**src/rtl/rrct_pkg.sv**
```systemverilog
`timescale 1ns / 1ps

package rrct_pkg;

  // Default store depth
  localparam int DEF_MAX_PROCS = 16;

  // Field widths
  localparam int ARR_W  = 16;
  localparam int PNUM_W = 5;
  localparam int RES_W  = 21;
  localparam int SUM_W  = 25;

  // Quantum after reset
  localparam logic [ARR_W-1:0] QUANTUM_RESET = 16'd4;

  // Sequencer states
  typedef enum logic [6:0] {
    S_LOAD     = 7'b0000001,
    S_READ     = 7'b0000010,
    S_EXEC     = 7'b0000100,
    S_SCAN_END = 7'b0001000,
    S_OUT_RD   = 7'b0010000,
    S_OUT_DIFF = 7'b0100000,
    S_OUT_EMIT = 7'b1000000
  } state_t;

endpackage

```
**src/rtl/round_robin_completion_times.sv**
```systemverilog
`timescale 1ns / 1ps

// Round-robin scheduler. Each accepted request loads one process (arrival, burst); a zero
// burst counts as one, a zero quantum as one, and requests past MAX_PROCS are dropped
// except that last_process still starts the run. The request with last_process set
// starts the simulation: every scan over the N loaded processes makes one store read and
// one pass through the single slice unit per process, plus one step to close the scan,
// and the number of scans follows from the bursts, the quantum and idle gaps before
// arrivals. Then one result per process leaves in load order, each through a read, a
// difference and an emit step; an emit waits while a stalled result is still held. in_stall
// is high from the last request until the final result sits in the output register; that
// result may still be waiting while the next set loads.
module round_robin_completion_times
  import rrct_pkg::*;
#(
  parameter int MAX_PROCS = DEF_MAX_PROCS
) (
  input  logic                clk,
  input  logic                rst,
  input  logic                cfg_write,
  input  logic [ARR_W-1:0]    cfg_data,
  input  logic                in_valid,
  output logic                in_stall,
  input  logic [ARR_W-1:0]    arrival_time,
  input  logic [ARR_W-1:0]    burst_time,
  input  logic                last_process,
  output logic                out_valid,
  input  logic                out_stall,
  output logic [PNUM_W-1:0]   process_number,
  output logic [RES_W-1:0]    completion_time,
  output logic [RES_W-1:0]    turnaround_time,
  output logic [RES_W-1:0]    waiting_time,
  output logic [SUM_W-1:0]    total_waiting,
  output logic [SUM_W-1:0]    total_turnaround,
  output logic                last_result
);

  localparam int IDX_W  = (MAX_PROCS > 1) ? $clog2(MAX_PROCS) : 1;
  localparam int CNT_W  = $clog2(MAX_PROCS + 1);
  localparam int TW_RAW = ARR_W + 1 + CNT_W;
  localparam int TIME_W = (TW_RAW > RES_W) ? TW_RAW : RES_W;

  // Process stores
  logic [ARR_W-1:0]  arrival_mem   [MAX_PROCS];
  logic [ARR_W-1:0]  burst_mem     [MAX_PROCS];
  logic [ARR_W-1:0]  remaining_mem [MAX_PROCS];
  logic [TIME_W-1:0] completion_mem[MAX_PROCS];

  state_t            state, state_next;
  logic [CNT_W-1:0]  loaded_count, loaded_count_next;
  logic [CNT_W-1:0]  finished_count, finished_count_next;
  logic [TIME_W-1:0] current_time, current_time_next;
  logic [IDX_W-1:0]  idx, idx_next;
  logic              ran, ran_next;
  logic [ARR_W-1:0]  quantum;

  logic [ARR_W-1:0]  rd_arr, rd_bst, rd_rem;
  logic [TIME_W-1:0] rd_cmp;
  logic [TIME_W-1:0] tat;
  logic [SUM_W-1:0]  sum_wait, sum_tat;

  logic              in_acc;
  logic              store_free;
  logic [IDX_W-1:0]  load_idx;
  logic [ARR_W-1:0]  burst_fix;
  logic              idx_at_end;
  logic              runnable;
  logic [ARR_W-1:0]  slice;
  logic [TIME_W-1:0] time_after;
  logic              rem_we, cmp_we;
  logic [TIME_W-1:0] wt;
  logic              emit_load;

  assign in_stall   = (state != S_LOAD);
  assign in_acc     = in_valid && !in_stall;
  assign store_free = (loaded_count < CNT_W'(MAX_PROCS));
  assign load_idx   = loaded_count[IDX_W-1:0];
  assign burst_fix  = (burst_time == '0) ? ARR_W'(1) : burst_time;
  assign idx_at_end = ((CNT_W'(idx) + CNT_W'(1)) == loaded_count);

  // Shared slice unit: eligibility, min(remaining, quantum), time advance
  assign runnable   = (TIME_W'(rd_arr) <= current_time) && (rd_rem != '0);
  assign slice      = (rd_rem > quantum) ? quantum : rd_rem;
  assign time_after = current_time + TIME_W'(slice);
  assign rem_we     = (state == S_EXEC) && runnable;
  assign cmp_we     = rem_we && (rd_rem == slice);

  assign wt         = tat - TIME_W'(rd_bst);
  assign emit_load  = (state == S_OUT_EMIT) && (!out_valid || !out_stall);

  // Quantum register; zero is held as one
  always_ff @(posedge clk) begin
    if (rst) begin
      quantum <= QUANTUM_RESET;
    end else if (cfg_write) begin
      quantum <= (cfg_data == '0) ? ARR_W'(1) : cfg_data;
    end
  end

  // Store writes
  always_ff @(posedge clk) begin
    if (in_acc && store_free) begin
      arrival_mem[load_idx] <= arrival_time;
      burst_mem[load_idx]   <= burst_fix;
    end
    if (in_acc && store_free) begin
      remaining_mem[load_idx] <= burst_fix;
    end else if (rem_we) begin
      remaining_mem[idx] <= rd_rem - slice;
    end
    if (cmp_we) begin
      completion_mem[idx] <= time_after;
    end
  end

  // Registered store reads at the current index
  always_ff @(posedge clk) begin
    rd_arr <= arrival_mem[idx];
    rd_bst <= burst_mem[idx];
    rd_rem <= remaining_mem[idx];
    rd_cmp <= completion_mem[idx];
  end

  // Sequencer
  always_comb begin
    state_next          = state;
    loaded_count_next   = loaded_count;
    finished_count_next = finished_count;
    current_time_next   = current_time;
    idx_next            = idx;
    ran_next            = ran;
    case (state)
      S_LOAD: begin
        if (in_acc) begin
          if (store_free) begin
            loaded_count_next = loaded_count + CNT_W'(1);
          end
          if (last_process) begin
            current_time_next   = '0;
            finished_count_next = '0;
            idx_next            = '0;
            ran_next            = 1'b0;
            state_next          = S_READ;
          end
        end
      end
      S_READ: begin
        state_next = S_EXEC;
      end
      S_EXEC: begin
        if (runnable) begin
          ran_next          = 1'b1;
          current_time_next = time_after;
          if (cmp_we) begin
            finished_count_next = finished_count + CNT_W'(1);
          end
        end
        if (idx_at_end) begin
          state_next = S_SCAN_END;
        end else begin
          idx_next   = idx + IDX_W'(1);
          state_next = S_READ;
        end
      end
      S_SCAN_END: begin
        if (!ran) begin
          current_time_next = current_time + TIME_W'(1);
        end
        idx_next = '0;
        ran_next = 1'b0;
        if (finished_count == loaded_count) begin
          state_next = S_OUT_RD;
        end else begin
          state_next = S_READ;
        end
      end
      S_OUT_RD: begin
        state_next = S_OUT_DIFF;
      end
      S_OUT_DIFF: begin
        state_next = S_OUT_EMIT;
      end
      S_OUT_EMIT: begin
        if (emit_load) begin
          if (idx_at_end) begin
            loaded_count_next   = '0;
            finished_count_next = '0;
            current_time_next   = '0;
            idx_next            = '0;
            state_next          = S_LOAD;
          end else begin
            idx_next   = idx + IDX_W'(1);
            state_next = S_OUT_RD;
          end
        end
      end
      default: begin
        state_next = S_LOAD;
      end
    endcase
  end

  always_ff @(posedge clk) begin
    if (rst) begin
      state          <= S_LOAD;
      loaded_count   <= '0;
      finished_count <= '0;
      current_time   <= '0;
      idx            <= '0;
      ran            <= 1'b0;
    end else begin
      state          <= state_next;
      loaded_count   <= loaded_count_next;
      finished_count <= finished_count_next;
      current_time   <= current_time_next;
      idx            <= idx_next;
      ran            <= ran_next;
    end
  end

  // Turnaround of the entry just read
  always_ff @(posedge clk) begin
    if (state == S_OUT_DIFF) begin
      tat <= rd_cmp - TIME_W'(rd_arr);
    end
  end

  // Running totals; cleared at every scan end, so they start from zero when the result phase opens
  always_ff @(posedge clk) begin
    if (state == S_SCAN_END) begin
      sum_wait <= '0;
      sum_tat  <= '0;
    end else if (emit_load) begin
      sum_wait <= sum_wait + SUM_W'(wt);
      sum_tat  <= sum_tat + SUM_W'(tat);
    end
  end

  // Output register: hold while stalled, drop once taken
  always_ff @(posedge clk) begin
    if (rst) begin
      out_valid <= 1'b0;
    end else if (emit_load) begin
      out_valid <= 1'b1;
    end else if (!out_stall) begin
      out_valid <= 1'b0;
    end
  end

  always_ff @(posedge clk) begin
    if (emit_load) begin
      process_number   <= PNUM_W'(idx) + PNUM_W'(1);
      completion_time  <= rd_cmp[RES_W-1:0];
      turnaround_time  <= tat[RES_W-1:0];
      waiting_time     <= wt[RES_W-1:0];
      total_waiting    <= sum_wait + SUM_W'(wt);
      total_turnaround <= sum_tat + SUM_W'(tat);
      last_result      <= idx_at_end;
    end
  end

  // Finished processes never outnumber loaded ones
  a_finished_bound: assert property (@(posedge clk) disable iff (rst)
    finished_count <= loaded_count)
    else $error("finished count above loaded count");

  // Scan index stays inside the loaded set
  a_idx_bound: assert property (@(posedge clk) disable iff (rst)
    (state == S_READ || state == S_EXEC || state == S_OUT_RD || state == S_OUT_EMIT)
      |-> (CNT_W'(idx) < loaded_count))
    else $error("scan index beyond loaded set");

  // A new result only follows an emit step
  a_emit_source: assert property (@(posedge clk) disable iff (rst)
    $rose(out_valid) |-> $past(state == S_OUT_EMIT))
    else $error("result raised outside emit step");

  // Result phase starts only with every process finished
  a_all_done: assert property (@(posedge clk) disable iff (rst)
    (state == S_SCAN_END && state_next == S_OUT_RD) |-> (finished_count == loaded_count))
    else $error("results started with work left");

  // A finished set leaves the block empty
  a_set_cleared: assert property (@(posedge clk) disable iff (rst)
    (state == S_OUT_EMIT && state_next == S_LOAD) |=> (loaded_count == '0))
    else $error("loaded count kept after last result");

endmodule

```
**config.mk**
```make
export PLATFORM = sky130hd
export DESIGN_NAME = round_robin_completion_times
export DESIGN_NICKNAME = d
export VERILOG_FILES = /design/src/rtl/rrct_pkg.sv /design/src/rtl/round_robin_completion_times.sv
export SDC_FILE = /design/constraint.sdc
export NUM_CORES = 2
export LEC_CHECK = 0
export BUFFER_PORTS_ARGS = -buffer_cell sky130_fd_sc_hd__buf_4
export CAP_MARGIN = 10
export CORE_UTILIZATION = 40
export DETAILED_ROUTE_END_ITERATION = 8
export GPL_ROUTABILITY_DRIVEN = 0
export PLACE_DENSITY_LB_ADDON = 0.1
export RECOVER_POWER = 25
export SYNTH_ARGS = -nofsm -noshare
export SYNTH_HDL_FRONTEND = slang
export SYNTH_SLANG_ARGS = --single-unit
```
**constraint.sdc**
```tcl
create_clock -name clk -period 7.8 [get_ports clk]
set_input_delay 0.39 -clock clk [delete_from_list [all_inputs] [get_ports clk]]
set_output_delay 0.39 -clock clk [all_outputs]
set_load 0.005 [all_outputs]
```
* Yosys cells after proc, flatten, opt, wreduce, memory -nomap -nowiden
Memory sizes are Yosys's and may differ from the RTL's. A register that Yosys moved wholly into a read port is not among the register bits. Cells that the tools add are included.
Word-level totals: RAM bits 1120, flip-flop bits (word level) 252, input bits 54, memories 4, output and inout port bits 121, logic and storage cells 130
Cells by class: equal/unequal tests 21, multiplexer cells 49, reductions and logical operators 24, add/subtract/negate cells 11, $lt $le $gt $ge 3
Memory list:
- completion_mem | depth 16, bits a word 22, read ports 1, clocked after memory_dff 1, wr ports 1, line round_robin_completion_times.sv:47 | logic [TIME_W-1:0] completion_mem[MAX_PROCS];
- arrival_mem | depth 16, bits a word 16, read ports 1, clocked after memory_dff 1, wr ports 1, line round_robin_completion_times.sv:44 | logic [ARR_W-1:0] arrival_mem [MAX_PROCS];
- burst_mem | depth 16, bits a word 16, read ports 1, clocked after memory_dff 1, wr ports 1, line round_robin_completion_times.sv:45 | logic [ARR_W-1:0] burst_mem [MAX_PROCS];
- remaining_mem | depth 16, bits a word 16, read ports 1, clocked after memory_dff 1, wr ports 1, line round_robin_completion_times.sv:46 | logic [ARR_W-1:0] remaining_mem [MAX_PROCS];
Operators with widths (count):
- $mux 22 | 6
- $pmux 22 s4 | 1
- $mux 16 | 4
- $add 25x22->25 | 2
- $mux 5 | 10
- $pmux 7 s7 | 1
- $sub 22x16->22 | 2
- $logic_not 16->1 | 2
- $mux 4 | 7
- $add 22x1->22 const B | 1
- $add 22x16->22 | 1
- $le 16x22->1 | 1
- $mux 7 | 3
- $ne 2x2->1 const B | 9
- $eq 16x16->1 | 1
- $gt 16x16->1 | 1
- $pmux 4 s4 | 1
- $reduce_bool 16->1 | 1
- $reduce_or 16->1 | 1
- $sub 16x16->16 | 1
- $pmux 5 s3 | 1
- $reduce_and 7->1 | 2
- $mux 1 | 13
- $add 5x1->5 const B | 2
- 24 further kinds | 34

* Logic depth before layout (Yosys ltp)
word-level depth 8, mapped depth 23, mapped depth without buffers 23

* Worst setup path before layout
OpenSTA, ideal clock, no wires.
path type register to register, start register quantum[15], end memory completion_mem[0][0] (netlist name) (enable), path buffers 1, cell stages (with the launch flop) 18, library setup time 429 ps, arrival time 5303 ps, slack 2068 ps, clock period less this slack 5732 ps, required time 7371 ps, cells stage by stage dfxtp_1 -> inv_1 -> ha_1 -> nand4_1 -> or2_2 -> nor2_1 -> a211o_1 -> a21boi_1 -> clkbuf_1 -> mux2_2 -> inv_1 -> ha_1 -> nand4_1 -> nor3_1 -> nand2_1 -> a211oi_1 -> nand2_1 -> nor3_1
On the way: word-level cells in the longest chain between the ends 6
Ends and longest elaborated chain:
- from (decl) | line round_robin_completion_times.sv:55 | logic [ARR_W-1:0] quantum;
- from (signal assigned) | line round_robin_completion_times.sv:96 | quantum <= (cfg_data == '0) ? ARR_W'(1) : cfg_data;
- $gt 16x16->1 | line round_robin_completion_times.sv:83 | assign slice = (rd_rem > quantum) ? quantum : rd_rem;
- $mux 16 (*) | line round_robin_completion_times.sv:83
- $eq 16x16->1 (*) | line round_robin_completion_times.sv:86 | assign cmp_we = rem_we && (rd_rem == slice);
- $logic_and 1x1->1 (*) | line round_robin_completion_times.sv:86
- $mux 1 (*) | line round_robin_completion_times.sv:111 | if (cmp_we) begin
- $mux 1 (implied by the code) (*) | line round_robin_completion_times.sv:112 | completion_mem[idx] <= time_after;
- to (decl) | line round_robin_completion_times.sv:47
Mark *: on every way between the ends. The rest lies on a longest branch, timed or not.

* Final worst setup path
start register quantum[15], end memory completion_mem[9][14] (netlist name) (enable)
The elaborated chain is that of the path after synthesis.

==> metrics.yaml <==
dieHeight_um: 387.6
fin_crit_sh: 0.8225
hpwlAfterDp_um: 94160
design_area_mm2: 0.06895
yosys_warnings: 0
max_freq_mhz: 155.9
root_buffer: "clkbuf_16"
synth_seq_cells: 1442
synth_top_area_cell: "edfxtp_1"
reg2regPathDepth: 18
r2r_slack_ns: 1.38
drcViolationCount: 0
layout.nets: 3930
synth.area.top_cells: "edfxtp_1 (64%), mux4_2 (13%), dfxtp_1 (6.1%), ha_1 (3.2%), xnor2_1 (1.2%)"
chipWidth_um: 387.6
cp.required_ns: 8.25
gr-total-overflow: 0
worstSetupEndpointType: "flip-flop"
min-delay-start: "cfg_data[0]"
crit_fanout: 13
start_kind: "flip-flop"
gr-usage-all-layers: 0.2056
power_leakage_uw: 0.02261
status: "finished, violations left"
min_period_ns: 6.415
drtPass1Iterations: 7
routed_wl_um: 153800
cts_setup_buffers: 0
yosysMostFrequentCell: "edfxtp_1"
max_cap_viol_count: 2
cts.sinks: 1442
cts_tree: "built"
crit_path_start: "quantum[15]"
cts_buffers: 153
synth_cell_type_count: 78
slew_headroom: -0.7677
worst_slew_pin_slew_ns: 2.652
synth_edf_count: 1261
drive_gt1_frac: 0.2261
netlist.area_leader.share: 0.6368
yosysSeqAreaShare: 0.6978
final_max_slew_viol_count: 81
p_clk_frac: 0.343
p_seq_frac: 0.453
crit-reg2reg-launch: "quantum[15]"
holdPathEnd: "quantum[0]"
holdPathStages: 3
finalHoldViolations: 0
antenna_found_initial: 16
synth_area_mm2: 0.05946
power_switching_uw: 5998
power_frac_comb: 0.204
clk_pin_slew_ns: 0.06
clkLatencyLatePin_ns: 0.78
violations: "max-capacitance violations, max-slew violations"
worstReg2RegEnd: "completion_mem[9][14]"
grt_pass1_wl_um: 226000
ys.flop_type: "edfxtp_1"
cts_resized: 0
swShare: 0.2830
async_flop_share: 0
power.density_mw_per_mm2: 307.4
start_util: 0.4027
ios: 175
finalSetupTns_ns: 0
row_count: 141
p_int_uw: 15200
grt_pass1_vias: 33085
drt_iter0_drc: 2767
dieArea_mm2: 0.1502
arrival_ns: 6.86
setup_viol: 0
syn_nets: 3608
hp-class: "primary input to flip-flop"
place_area_mm2: 0.06358
area_growth_pct: 15.95
criticalPathCategory: "flip-flop to flip-flop"
hold_buffers: 47
numPortBuffers: 174
finClkSkew_ns: 0.02325
ant_nets: 0
synth_cells: 3398
clock_path_buffers: 3
rsz0062_at_grt: "false"
synth_area_per_cell_um2: 17.50
synthTopCellsByCount: "edfxtp_1 (1261), mux4_2 (350), dfxtp_1 (181)"
vias: 32156
grt_start_max_net_pins: 130
coreArea_mm2: 0.1477
vias_per_cell: 5.565
cts_max_level: 4
max-vdd-ir-drop_uv: 212.8
wl_per_cell_um: 26.62
[sequential cells by signal, indices dropped and copies added (netlist names), 21 cells and up]
signal and cells:
sum_wait 25, current_time 22, turnaround_time 21, total_waiting 25, completion_time 21, arrival_mem 256, tat 22, burst_mem 256
sum_tat 25, rd_cmp 22, total_turnaround 25, waiting_time 21, completion_mem 352, remaining_mem 256
[power groups by stage]
stage | sequential [uW] | clock [uW] | combinational (uW)
floorplan | 9600 | 0 | 2940
global placement | 9740 | 0 | 4220
detailed placement | 9760 | 0 | 4320
CTS | 9600 | 7450 | 4360
global route | 9640 | 7740 | 4790
finish | 9600 | 7270 | 4320
[final cells by class]
| class | count | area (um2) |
|---|---|---|
| Fill cell | 12440 | 78720 |
| Sequential cell | 1442 | 41500 |
| Multi-Input combinational cell | 1686 | 17180 |
| Clock buffer | 210 | 4325 |
| Tap cell | 1930 | 2415 |
| Timing Repair Buffer | 313 | 2332 |
| Clock inverter | 69 | 708.2 |
| Inverter | 124 | 470.5 |
| Antenna cell | 4 | 10.01 |
[layer usage]
| metal | global-route usage | wire length, um |
|---|---|---|
| met1 | 0.2774 | 66570 |
| met2 | 0.3448 | 76790 |
| met3 | 0.03239 | 6980 |
| met4 | 0.05801 | 3430 |
| met5 | 0 | 35 |
[kinds of logic after synthesis]
logic type	share of synthesized area
buf+inv	0.01711
mux	0.1387
xor+xnor	0.01959
fa+ha+maj	0.03358
flops	0.6978
simple gates	0.04343
compound gates	0.04983
[through the flow]
step / utilization / power [uW] / setup slack, ns / hold WS (ns) / instances
floorplan: - / 12540 / 2.068 / 0.4082 / 3398
global placement: 0.4306 / 13960 / 1.586 / 0.4483 / 5444
detailed placement: 0.4306 / 14080 / 1.413 / 0.4520 / 5444
CTS: 0.4678 / 21410 / 1.392 / 0.004504 / 5770
global route: 0.4669 / 22160 / 0.9930 / 0.04645 / 5775
finish: 0.4669 / 21200 / 1.385 / 0.06903 / 5778
[critical path, stage by stage, from the launching register on]
cell      delay (ns)
dfxtp_1         0.38
inv_1           0.06
ha_1            0.29
nand4_1         0.14
or2_2           0.33
nor2_1          0.14
a211o_1         0.26
a21boi_1        0.71
buf_4           0.31
mux2_2          0.39
inv_1           0.07
ha_1            0.21
and4_1          0.23
and2_1          0.18
nand2_1         0.13
a211oi_1        0.79
nand2_1         0.38
nor2_2          0.67
buf_4           0.39
[worst max-delay path by stage]
stage,to,cells past startpoint,slack [ns]
finish,completion_mem[9][14],18,1.38
global route,completion_mem[13][19],17,0.99
CTS,completion_mem[9][14],18,1.39
global placement,completion_mem[9][14],18,1.59
floorplan,completion_mem[0][0],17,2.07
detailed placement,completion_mem[9][10],18,1.41
[layout by cell type (no fill, tap or decap), types with 25 or more instances in the layout]
cell and instances:
nand2b_1 25, mux4_2 350, nor2_1 148, nand3_1 40
dlygate4sd3_1 47, xor2_1 50, a21o_1 30, edfxtp_1 1261
ha_1 150, xnor2_1 81, buf_4 112, o21ai_0 97
clkbuf_16 163, clkbuf_1 87, nand2_1 163, dfxtp_1 178
inv_1 122, nor3_1 38, a21oi_1 137, clkbuf_4 103
(Power assumes the default switching activity.)
